--- config.mk ---
export PLATFORM = sky130hd
export DESIGN_NAME = arp_cache_with_aging_flat
export DESIGN_NICKNAME = d
export VERILOG_FILES = /design/src/rtl/core/arpc_pkg.sv /design/src/rtl/core/arpc_in_if.sv /design/src/rtl/core/arpc_out_if.sv /design/src/rtl/core/arpc_cell.sv /design/src/rtl/core/arp_cache_with_aging.sv /design/src/flat_wrapper.sv
export SDC_FILE = /design/constraint.sdc
export NUM_CORES = 2
export LEC_CHECK = 0
export CAP_MARGIN = 10
export CORE_UTILIZATION = 43
export DETAILED_ROUTE_END_ITERATION = 6
export DONT_BUFFER_PORTS = 1
export PLACE_DENSITY = 0.63
export REMOVE_ABC_BUFFERS = 1
export SLEW_MARGIN = 20
export SYNTH_ARGS = -nofsm -noshare
export SYNTH_HDL_FRONTEND = slang
export SYNTH_SLANG_ARGS = --single-unit
export TNS_END_PERCENT = 10
--- constraint.sdc ---
create_clock -name clk -period 34.9 [get_ports clk]
set_clock_uncertainty 0.1 [all_clocks]
set_input_delay 6.98 -clock clk [delete_from_list [all_inputs] [get_ports clk]]
set_output_delay 6.98 -clock clk [all_outputs]
set_load 0.1 [all_outputs]
--- src/rtl/core/arpc_pkg.sv ---
// arpc_pkg: shared widths, action codes and structs of the address cache
package arpc_pkg;

  localparam int ACT_W  = 2;
  localparam int IP_W   = 32;
  localparam int MAC_W  = 48;
  localparam int LIFE_W = 16;
  localparam int SEC_W  = 32;

  localparam logic [ACT_W-1:0]  ACT_LOOKUP = 2'd0;
  localparam logic [ACT_W-1:0]  ACT_INSERT = 2'd1;
  localparam logic [ACT_W-1:0]  ACT_TICK   = 2'd2;

  localparam logic [LIFE_W-1:0] LIFE_RESET = 16'd15;

  // query record walking the row of cells
  typedef struct packed {
    logic             ins;
    logic [IP_W-1:0]  ip;
    logic [MAC_W-1:0] mac;
    logic             hit;
    logic [MAC_W-1:0] hit_mac;
    logic             free_ok;
  } pkt_t;

  // entry written into the chosen cell
  typedef struct packed {
    logic [IP_W-1:0]  ip;
    logic [MAC_W-1:0] mac;
    logic [SEC_W-1:0] expiry;
  } wr_t;

endpackage

--- src/rtl/core/arpc_in_if.sv ---
// arpc_in_if: request channel carrying one cache action per transfer
interface arpc_in_if import arpc_pkg::*; ();
  logic             valid;
  logic             ready;
  logic [ACT_W-1:0] action;
  logic [IP_W-1:0]  ip_address;
  logic [MAC_W-1:0] mac_address;

  modport source (output valid, action, ip_address, mac_address, input ready);
  modport sink (input valid, action, ip_address, mac_address, output ready);
endinterface

--- src/rtl/core/arpc_out_if.sv ---
// arpc_out_if: result channel carrying one lookup or insert answer per transfer
interface arpc_out_if import arpc_pkg::*; ();
  logic             valid;
  logic             ready;
  logic             hit;
  logic [MAC_W-1:0] found_mac;
  logic             table_full;

  modport source (output valid, hit, found_mac, table_full, input ready);
  modport sink (input valid, hit, found_mac, table_full, output ready);
endinterface

--- src/rtl/core/arpc_cell.sv ---
// arpc_cell: one cache slot that ages, matches and hands the query record on
module arpc_cell import arpc_pkg::*; #(
  parameter int IDX_W = 4,
  parameter int INDEX = 0
) (
  input  logic             clk,
  input  logic             rst_n,
  input  logic [SEC_W-1:0] now,
  input  logic             tok_in,
  input  pkt_t             pkt_in,
  input  logic [IDX_W-1:0] fidx_in,
  output logic             tok_out,
  output pkt_t             pkt_out,
  output logic [IDX_W-1:0] fidx_out,
  input  logic             wr_sel,
  input  wr_t              wr_data
);

  logic             valid_r;
  logic             valid_nxt;
  logic [IP_W-1:0]  ip_r;
  logic [MAC_W-1:0] mac_r;
  logic [SEC_W-1:0] exp_r;
  logic             tok_r;
  pkt_t             pkt_r;
  pkt_t             pkt_nxt;
  logic [IDX_W-1:0] fidx_r;
  logic [IDX_W-1:0] fidx_nxt;
  logic             live;

  assign live = valid_r && (exp_r > now);

  always_comb begin
    valid_nxt = valid_r;
    pkt_nxt   = pkt_in;
    fidx_nxt  = fidx_in;
    if (wr_sel) begin
      valid_nxt = 1'b1;
    end else if (tok_in) begin
      valid_nxt = live;
    end
    if (!pkt_in.hit && live && (ip_r == pkt_in.ip)) begin
      pkt_nxt.hit     = 1'b1;
      pkt_nxt.hit_mac = mac_r;
    end
    if (!pkt_in.free_ok && !live) begin
      pkt_nxt.free_ok = 1'b1;
      fidx_nxt        = IDX_W'(INDEX);
    end
  end

  always_ff @(posedge clk) begin
    if (!rst_n) begin
      valid_r <= 1'b0;
      tok_r   <= 1'b0;
    end else begin
      valid_r <= valid_nxt;
      tok_r   <= tok_in;
    end
  end

  always_ff @(posedge clk) begin
    pkt_r  <= pkt_nxt;
    fidx_r <= fidx_nxt;
    if (wr_sel) begin
      ip_r  <= wr_data.ip;
      mac_r <= wr_data.mac;
      exp_r <= wr_data.expiry;
    end
  end

  assign tok_out  = tok_r;
  assign pkt_out  = pkt_r;
  assign fidx_out = fidx_r;

endmodule

--- src/rtl/core/arp_cache_with_aging.sv ---
// arp_cache_with_aging: IPv4 to MAC cache with aging built as a row of slot cells
//
// A lookup or insert walks the row one cell per cycle; the record leaving the
// row is captured, then a finishing step writes the new entry and loads the
// result register once that register is free; a new request is taken the cycle
// after that. A tick or an unused action is taken while idle and gives no
// answer. While an answer waits in the result register the block still takes
// ticks and starts the next walk; a walk that finishes before the answer is
// taken waits at the end of the row. Each cell drops its entry when the walk
// finds it expired, and the walk reports the lowest live match and the lowest
// free slot. All slots are empty straight after reset, with no clearing pass.
module arp_cache_with_aging import arpc_pkg::*; #(
  parameter int ENTRIES = 16
) (
  input  logic              clk,
  input  logic              rst_n,
  arpc_in_if.sink           in_if,
  arpc_out_if.source        out_if,
  input  logic              cfg_wr_en,
  input  logic [LIFE_W-1:0] cfg_wr_data
);

  localparam int IDX_W = (ENTRIES > 1) ? $clog2(ENTRIES) : 1;

  typedef enum logic [2:0] {
    ST_IDLE = 3'b001,
    ST_SCAN = 3'b010,
    ST_FIN  = 3'b100
  } state_t;

  state_t            state_r;
  state_t            state_nxt;
  logic [SEC_W-1:0]  now_r;
  logic [LIFE_W-1:0] life_r;

  logic [ENTRIES:0]  tok_v;
  pkt_t              pkt_a  [0:ENTRIES];
  logic [IDX_W-1:0]  fidx_a [0:ENTRIES];
  logic [ENTRIES-1:0] wr_sel;
  wr_t               wr_data;

  pkt_t              fin_r;
  logic [IDX_W-1:0]  fin_idx_r;

  logic              out_valid_r;
  logic              out_hit_r;
  logic [MAC_W-1:0]  out_mac_r;
  logic              out_full_r;

  logic              in_xfer;
  logic              is_query;
  logic              out_free;
  logic              fin_go;
  logic              ins_do;
  logic              new_live;
  logic [SEC_W-1:0]  expiry;

  assign in_if.ready = (state_r == ST_IDLE);
  assign in_xfer     = in_if.valid && in_if.ready;
  assign is_query    = (in_if.action == ACT_LOOKUP) || (in_if.action == ACT_INSERT);
  assign out_free    = !out_valid_r || out_if.ready;
  assign fin_go      = (state_r == ST_FIN) && out_free;

  // head of the row
  assign tok_v[0]           = in_xfer && is_query;
  assign pkt_a[0].ins       = (in_if.action == ACT_INSERT);
  assign pkt_a[0].ip        = in_if.ip_address;
  assign pkt_a[0].mac       = in_if.mac_address;
  assign pkt_a[0].hit       = 1'b0;
  assign pkt_a[0].hit_mac   = '0;
  assign pkt_a[0].free_ok   = 1'b0;
  assign fidx_a[0]          = '0;

  assign expiry   = now_r + SEC_W'(life_r);
  assign ins_do   = fin_r.ins && !fin_r.hit && fin_r.free_ok;
  assign new_live = ins_do && (expiry > now_r);

  assign wr_data.ip     = fin_r.ip;
  assign wr_data.mac    = fin_r.mac;
  assign wr_data.expiry = expiry;

  for (genvar k = 0; k < ENTRIES; k++) begin : g_cell
    assign wr_sel[k] = fin_go && ins_do && (fin_idx_r == IDX_W'(k));

    arpc_cell #(
      .IDX_W (IDX_W),
      .INDEX (k)
    ) u_cell (
      .clk      (clk),
      .rst_n    (rst_n),
      .now      (now_r),
      .tok_in   (tok_v[k]),
      .pkt_in   (pkt_a[k]),
      .fidx_in  (fidx_a[k]),
      .tok_out  (tok_v[k+1]),
      .pkt_out  (pkt_a[k+1]),
      .fidx_out (fidx_a[k+1]),
      .wr_sel   (wr_sel[k]),
      .wr_data  (wr_data)
    );
  end

  always_comb begin
    state_nxt = state_r;
    case (state_r)
      ST_IDLE: begin
        if (tok_v[0]) begin
          state_nxt = ST_SCAN;
        end
      end
      ST_SCAN: begin
        if (tok_v[ENTRIES]) begin
          state_nxt = ST_FIN;
        end
      end
      ST_FIN: begin
        if (out_free) begin
          state_nxt = ST_IDLE;
        end
      end
      default: begin
        state_nxt = ST_IDLE;
      end
    endcase
  end

  always_ff @(posedge clk) begin
    if (!rst_n) begin
      state_r     <= ST_IDLE;
      now_r       <= '0;
      life_r      <= LIFE_RESET;
      out_valid_r <= 1'b0;
    end else begin
      state_r <= state_nxt;
      if (in_xfer && (in_if.action == ACT_TICK)) begin
        now_r <= now_r + 1'b1;
      end
      if (cfg_wr_en) begin
        life_r <= cfg_wr_data;
      end
      if (fin_go) begin
        out_valid_r <= 1'b1;
      end else if (out_if.ready) begin
        out_valid_r <= 1'b0;
      end
    end
  end

  always_ff @(posedge clk) begin
    if ((state_r == ST_SCAN) && tok_v[ENTRIES]) begin
      fin_r     <= pkt_a[ENTRIES];
      fin_idx_r <= fidx_a[ENTRIES];
    end
    if (fin_go) begin
      out_hit_r  <= fin_r.hit || new_live;
      out_full_r <= fin_r.ins && !fin_r.hit && !fin_r.free_ok;
      if (fin_r.hit) begin
        out_mac_r <= fin_r.hit_mac;
      end else if (new_live) begin
        out_mac_r <= fin_r.mac;
      end else begin
        out_mac_r <= '0;
      end
    end
  end

  assign out_if.valid      = out_valid_r;
  assign out_if.hit        = out_hit_r;
  assign out_if.found_mac  = out_mac_r;
  assign out_if.table_full = out_full_r;

  // at most one query walks the row
  a_one_token: assert property (@(posedge clk) disable iff (!rst_n)
    $onehot0(tok_v[ENTRIES:1]))
    else $error("more than one query in the row");

  // the row is empty whenever a request can be taken
  a_idle_empty: assert property (@(posedge clk) disable iff (!rst_n)
    (state_r == ST_IDLE) |-> (tok_v[ENTRIES:1] == '0))
    else $error("query in the row while idle");

  // a fill goes to one slot only
  a_one_write: assert property (@(posedge clk) disable iff (!rst_n)
    $onehot0(wr_sel))
    else $error("more than one slot written");

  // a dropped insert never reports a hit
  a_full_miss: assert property (@(posedge clk) disable iff (!rst_n)
    out_valid_r |-> !(out_hit_r && out_full_r))
    else $error("hit and table full together");

  // a tick transfer advances the seconds counter by one
  a_tick: assert property (@(posedge clk) disable iff (!rst_n)
    (in_xfer && (in_if.action == ACT_TICK)) |=>
      (now_r == SEC_W'($past(now_r) + 1'b1)))
    else $error("seconds counter did not advance");

endmodule

--- src/flat_wrapper.sv ---
// flat-port wrapper written by rule: the top's interface ports become plain ports
module arp_cache_with_aging_flat import arpc_pkg::*;
#(
  parameter int ENTRIES = 16
)
  (clk, rst_n, cfg_wr_en, cfg_wr_data, in_if_valid, in_if_action, in_if_ip_address, in_if_mac_address, in_if_ready, out_if_valid, out_if_hit, out_if_found_mac, out_if_table_full, out_if_ready);
  arpc_in_if in_if_i ();
  arpc_out_if out_if_i ();
  input  logic clk;
  input  logic rst_n;
  input  logic cfg_wr_en;
  input  logic [LIFE_W-1:0] cfg_wr_data;
  input wire logic [$bits(in_if_i.valid)-1:0] in_if_valid;
  input wire logic [$bits(in_if_i.action)-1:0] in_if_action;
  input wire logic [$bits(in_if_i.ip_address)-1:0] in_if_ip_address;
  input wire logic [$bits(in_if_i.mac_address)-1:0] in_if_mac_address;
  output wire logic [$bits(in_if_i.ready)-1:0] in_if_ready;
  output wire logic [$bits(out_if_i.valid)-1:0] out_if_valid;
  output wire logic [$bits(out_if_i.hit)-1:0] out_if_hit;
  output wire logic [$bits(out_if_i.found_mac)-1:0] out_if_found_mac;
  output wire logic [$bits(out_if_i.table_full)-1:0] out_if_table_full;
  input wire logic [$bits(out_if_i.ready)-1:0] out_if_ready;
  assign in_if_i.valid = in_if_valid;
  assign in_if_i.action = in_if_action;
  assign in_if_i.ip_address = in_if_ip_address;
  assign in_if_i.mac_address = in_if_mac_address;
  assign in_if_ready = in_if_i.ready;
  assign out_if_valid = out_if_i.valid;
  assign out_if_hit = out_if_i.hit;
  assign out_if_found_mac = out_if_i.found_mac;
  assign out_if_table_full = out_if_i.table_full;
  assign out_if_i.ready = out_if_ready;
  arp_cache_with_aging #(.ENTRIES(ENTRIES)) u_core (.clk(clk), .rst_n(rst_n), .in_if(in_if_i), .out_if(out_if_i), .cfg_wr_en(cfg_wr_en), .cfg_wr_data(cfg_wr_data));
endmodule
# Word-level counts from Yosys, hierarchy flattened
# Index checks and enable logic that the tools add are counted.
# W data, S select, Z words.
# classes
n_addsub	2
n_lt_le_gt_ge	17
eq_ne	39
n_mux	58
n_reduce_logical	159
# ops
operator	n
$mux W48	17
$gt A32 B32 Y1	17
$eq A32 B32 Y1	16
$logic_and A1 B1 Y1	88
$mux W49	1
$logic_not A1 Y1	48
$mux W1	36
$reduce_bool A2 Y1	17
$add A32 B1 Y32 const B	1
$add A32 B16 Y32	1
$eq A4 B4 Y1 const B	8
$eq A4 B3 Y1 const B	4
$mux W3	3
$pmux W3 S3	1
$eq A4 B2 Y1 const B	2
$eq A4 B1 Y1 const B	1
$logic_not A4 Y1	1
$ne A2 B2 Y1 const B	2
$eq A3 B1 Y1 const B	1
$eq A3 B2 Y1 const B	1
$eq A3 B3 Y1 const B	1
$logic_or A1 B1 Y1	3
$reduce_and A3 Y1	1
$eq A2 B1 Y1 const B	1
3 further kinds	3
# totals
reg_bits	4217
out_inout_bits	52
word_cells	480

# Depth between registers and ports, before layout
# logic_depth
word_depth	6
depth_mapped	23
mapped_depth_nobuf	21

# Modules after synthesis
# A second synthesis with hierarchy kept.
# hier_totals
cells_unflattened	8376
area_unflattened_um2	137338.0
# modules_own_cells
mod	n_inst	cells_per_inst	area_per_inst_um2	seq_area_each_um2
arpc_cell (u_core.g_cell[0].u_cell ...)	13	476	7936.4	6105.9
arpc_cell (u_core.g_cell[7].u_cell ...)	3	476	7966.4	6105.9
arp_cache_with_aging	1	760	10266.1	6596.3

# Worst setup path before layout
# OpenSTA, ideal clock, no wires.
# synth_path
kind	in2reg
from	in out_if_ready
to	reg u_core.g_cell[0].u_cell.exp_r[0] (enable)
setup_time_ns	0.722
t_arrival_ns	16.601
required_time_ns	34.078
path_slack_ns	17.477
cell_stages	6
cell_sequence	nand2b_1 > and3_1 > and2_1 > nor2b_1 > nand2b_1 > nor3_1
# synth_between
elab_chain_cells	4
# synth_lines
element	line_no	source
start, declared	flat_wrapper.sv:22	input wire logic [$bits(out_if_i.ready)-1:0] out_if_ready;
$logic_or A1 B1 Y1	arp_cache_with_aging.sv:61	assign out_free = !out_valid_r || out_if.ready;
$logic_and A1 B1 Y1	arp_cache_with_aging.sv:62	assign fin_go = (state_r == ST_FIN) && out_free;
named net u_core.fin_go	arp_cache_with_aging.sv:53	logic fin_go;
$logic_and A1 B1 Y1 (2 in a row)	arp_cache_with_aging.sv:83	assign wr_sel[k] = fin_go && ins_do && (fin_idx_r == IDX_W'(k));
named net u_core.g_cell[0].u_cell.wr_sel	arpc_cell.sv:15	input logic wr_sel,
end signal, assigned	arpc_cell.sv:68	exp_r <= wr_data.expiry;
end, declared	arpc_cell.sv:23	logic [SEC_W-1:0] exp_r;
# The timed path passes the listed nets, and every way through them passes these cells.
# A chain may end at the register's enable or synchronous reset.

# Worst setup path in the final report
# layout_path
from	reg u_core.state_r[2]
to	out in_if_ready
# layout_between
elab_chain_cells	1
# layout_lines
element	line_no	source
start, declared	arp_cache_with_aging.sv:31	state_t state_r;
start signal, assigned	arp_cache_with_aging.sv:134	state_r <= state_nxt;
$eq A3 B1 Y1	arp_cache_with_aging.sv:58	assign in_if.ready = (state_r == ST_IDLE);
end, declared	flat_wrapper.sv:17	output wire logic [$bits(in_if_i.ready)-1:0] in_if_ready;
# No other way between the ends.

==> flow_summary.yaml <==
status:
  status: "finished clean"
placement:
  portBuffers: 0
  place_inst: 11921
  hpwl_mm: 179.7
  placed_area_um2: 140400
  routabilityCongestion: 0.8207
  dp_slack_ns: 24.51
min_path:
  hold_start: "u_core.g_cell[2].u_cell.pkt_out[64]$_DFF_P_"
  min_path_type: "reg -> reg"
die:
  coreArea_um2: 309900
  io_pins: 155
  die_w_um: 560.9
  start_util_pct: 43.35
  dieHeight_um: 560.9
  num_rows: 204
  dieArea_um2: 314600
timing:
  maxSlewViolCount: 0
  fin_tns_setup_ns: 0
  hold_viol: 0
  rsz0062_at_grt: "no"
  finalSetupViolCount: 0
  finalWorstSetupSlack_ns: 25.33
  hold_slack_ns: 0.1948
  final.period_utilization_pct: 27.43
  slew_headroom_pct: 15.53
  fin_crit_ns: 9.572
  worst_pin_slew_ns: 1.267
  max_freq_mhz: 104.5
synthesis:
  synth.cell_area_um2: 134300
  synth_seq_cells: 4206
  synth_top_area_share_pct: 44.20
  synth_edf_count: 1977
  ys.flop_type: "dfxtp_1"
  postSynthAreaPerCell_um2: 17.27
  ys_warn_count: 0
  synthTopCellsByCount: "2229 x dfxtp_1, 1977 x edfxtp_1, 720 x mux2_2"
  synthTopCellsByArea: "edfxtp_1 44%, dfxtp_1 33%, mux2_2 6.0%"
  ys_types: 79
  async_reset_ff_share_pct: 0
  netlist_instances: 7777
  synth-seq-area-share_pct: 77.42
  yosys.cell_count.top_type: "dfxtp_1"
  yosys.area.top_type: "edfxtp_1"
layout:
  nNetsFinal: 8870
  final_area_um2: 154400
  drive_gt1_share_pct: 18.81
  area_growth_pct: 14.92
  final_util_pct: 49.81
  instances_no_fill: 12696
clocking:
  cts_tree: "built"
  numCtsBuffers: 408
  ctsResizeCount: 0
  cts_sinks: 4206
  clk_pin_slew_ns: 0.06
  clk_latency_ns: 0.95
  postCtsHoldBufs: 0
  cts_setup_buffers: 0
  htree_levels: 5
  root_buffer: "clkbuf_16"
  ctsLongestPathBuffers: 4
setup_path:
  cp_max_fo: 8
  critical_path.slowest_cell: "inv_1"
  crit_arrival_ns: 2.49
  path_class: "reg -> out"
  worstPathRequired_ns: 27.82
  crit_path_end_kind: "output pin"
  start_kind: "flip-flop"
  cpPeakStageDelay_ns: 0.68
  cp-startpoint: "u_core.state_r[2]$_SDFFE_PN0P_"
  cp_cell_sequence: "or3b_1, inv_1"
  r2r_start: "u_core.now_r[0]$_SDFFE_PN0P_"
power:
  power_mw: 9.831
  p_leak_nw: 57.07
  peakVddDrop_mv: 0.05241
  p_per_area_nw_per_um2: 63.69
routing:
  ant_nets: 0
  dr.pass1.iters: 6
  drtIter0Drc: 4165
  routedWlPerCell_um: 23.15
  drc: 0
  viasPerCell: 5.018
  wl_mm: 293.9
  vias: 63713
global_route:
  grt-ovfl-total: 0
  grt_max_degree: 85
  grtUsageTotal_pct: 18.39
  antenna_found_initial: 18
  grt_pass1_vias: 66141
  grt_pass1_wl_mm: 430.5
run:
  maxCapViolCount: 0
routing by layer:
metal  vias to the layer above  GRT usage (%)  wire, µm
li1                      29458              -         -
met1                     32144          24.53    130900
met2                      1557          30.86    140300
met3                       554          2.360     12950
met4                         0          6.550      9745
met5                         -              0         0
state kept, by name, summed over array words and instances, names as in the netlist, 32 cells and up:
name and cells:
u_core.g_cell.u_cell.ip_r 512, u_core.g_cell.u_cell.mac_r 768, u_core.fin_r 131, u_core.g_cell.u_cell.exp_r 512, u_core.out_if.found_mac 48, u_core.now_r 32, u_core.g_cell.u_cell.fidx_out 49, u_core.g_cell.u_cell.pkt_out 2096
layout by cell type, fill, tap and decap left out, types with 133 or more instances in the layout:
| master | instances |
|---|---|
| xor2_1 | 349 |
| xnor2_1 | 210 |
| a21oi_1 | 133 |
| dfxtp_1 | 2228 |
| a21o_1 | 140 |
| ha_1 | 552 |
| nand2_1 | 141 |
| clkbuf_16 | 426 |
| edfxtp_1 | 1977 |
| mux2_2 | 720 |
| nand4_1 | 145 |
cell families after synthesis:
group                    share of synthesized area [%]
AND/OR/NAND/NOR                                  3.736
AO/OA/AOI/OAI                                    3.226
buffers and inverters                           0.5869
flip-flops                                       77.42
multiplexers                                     6.180
XOR/XNOR                                         3.691
adder cells (fa/ha/maj)                          5.157
final cells by class:
class | count | area [µm²]
inverters | 84 | 315.3
fillers | 25388 | 155500
clock buffers | 592 | 11900
repair buffers | 134 | 1061
diodes | 6 | 15.01
flip-flops and latches | 4206 | 104000
clock inverters | 174 | 2024
well taps | 4120 | 5155
multi-input cells | 3380 | 29890
path summary, 6_finish.rpt:
check                                                end  slack, ns  cells after the start
max                                          in_if_ready      25.33                      2
max reg2reg                  u_core.out_if.hit$_DFFE_PP_      27.45                     22
min          u_core.g_cell[3].u_cell.pkt_out[64]$_DFF_P_       0.19                      0
min reg2reg  u_core.g_cell[3].u_cell.pkt_out[64]$_DFF_P_       0.19                      0
where the power goes:
group	internal, mW	switching, mW	leakage (nW)	total [mW]
combinational	0.0354	0.0686	14.2	0.104
sequential	5.22	0.0675	36.1	5.29
clock	2.57	1.87	6.84	4.44
worst max-delay path: cells and delay by family, from the launching register on:
family | cells | cell delay, ns
flip-flops | 1 | 0.38
AND/OR/NAND/NOR | 1 | 0.50
buffers and inverters | 1 | 0.68
Note: power is estimated with default switching activity, not from simulation.
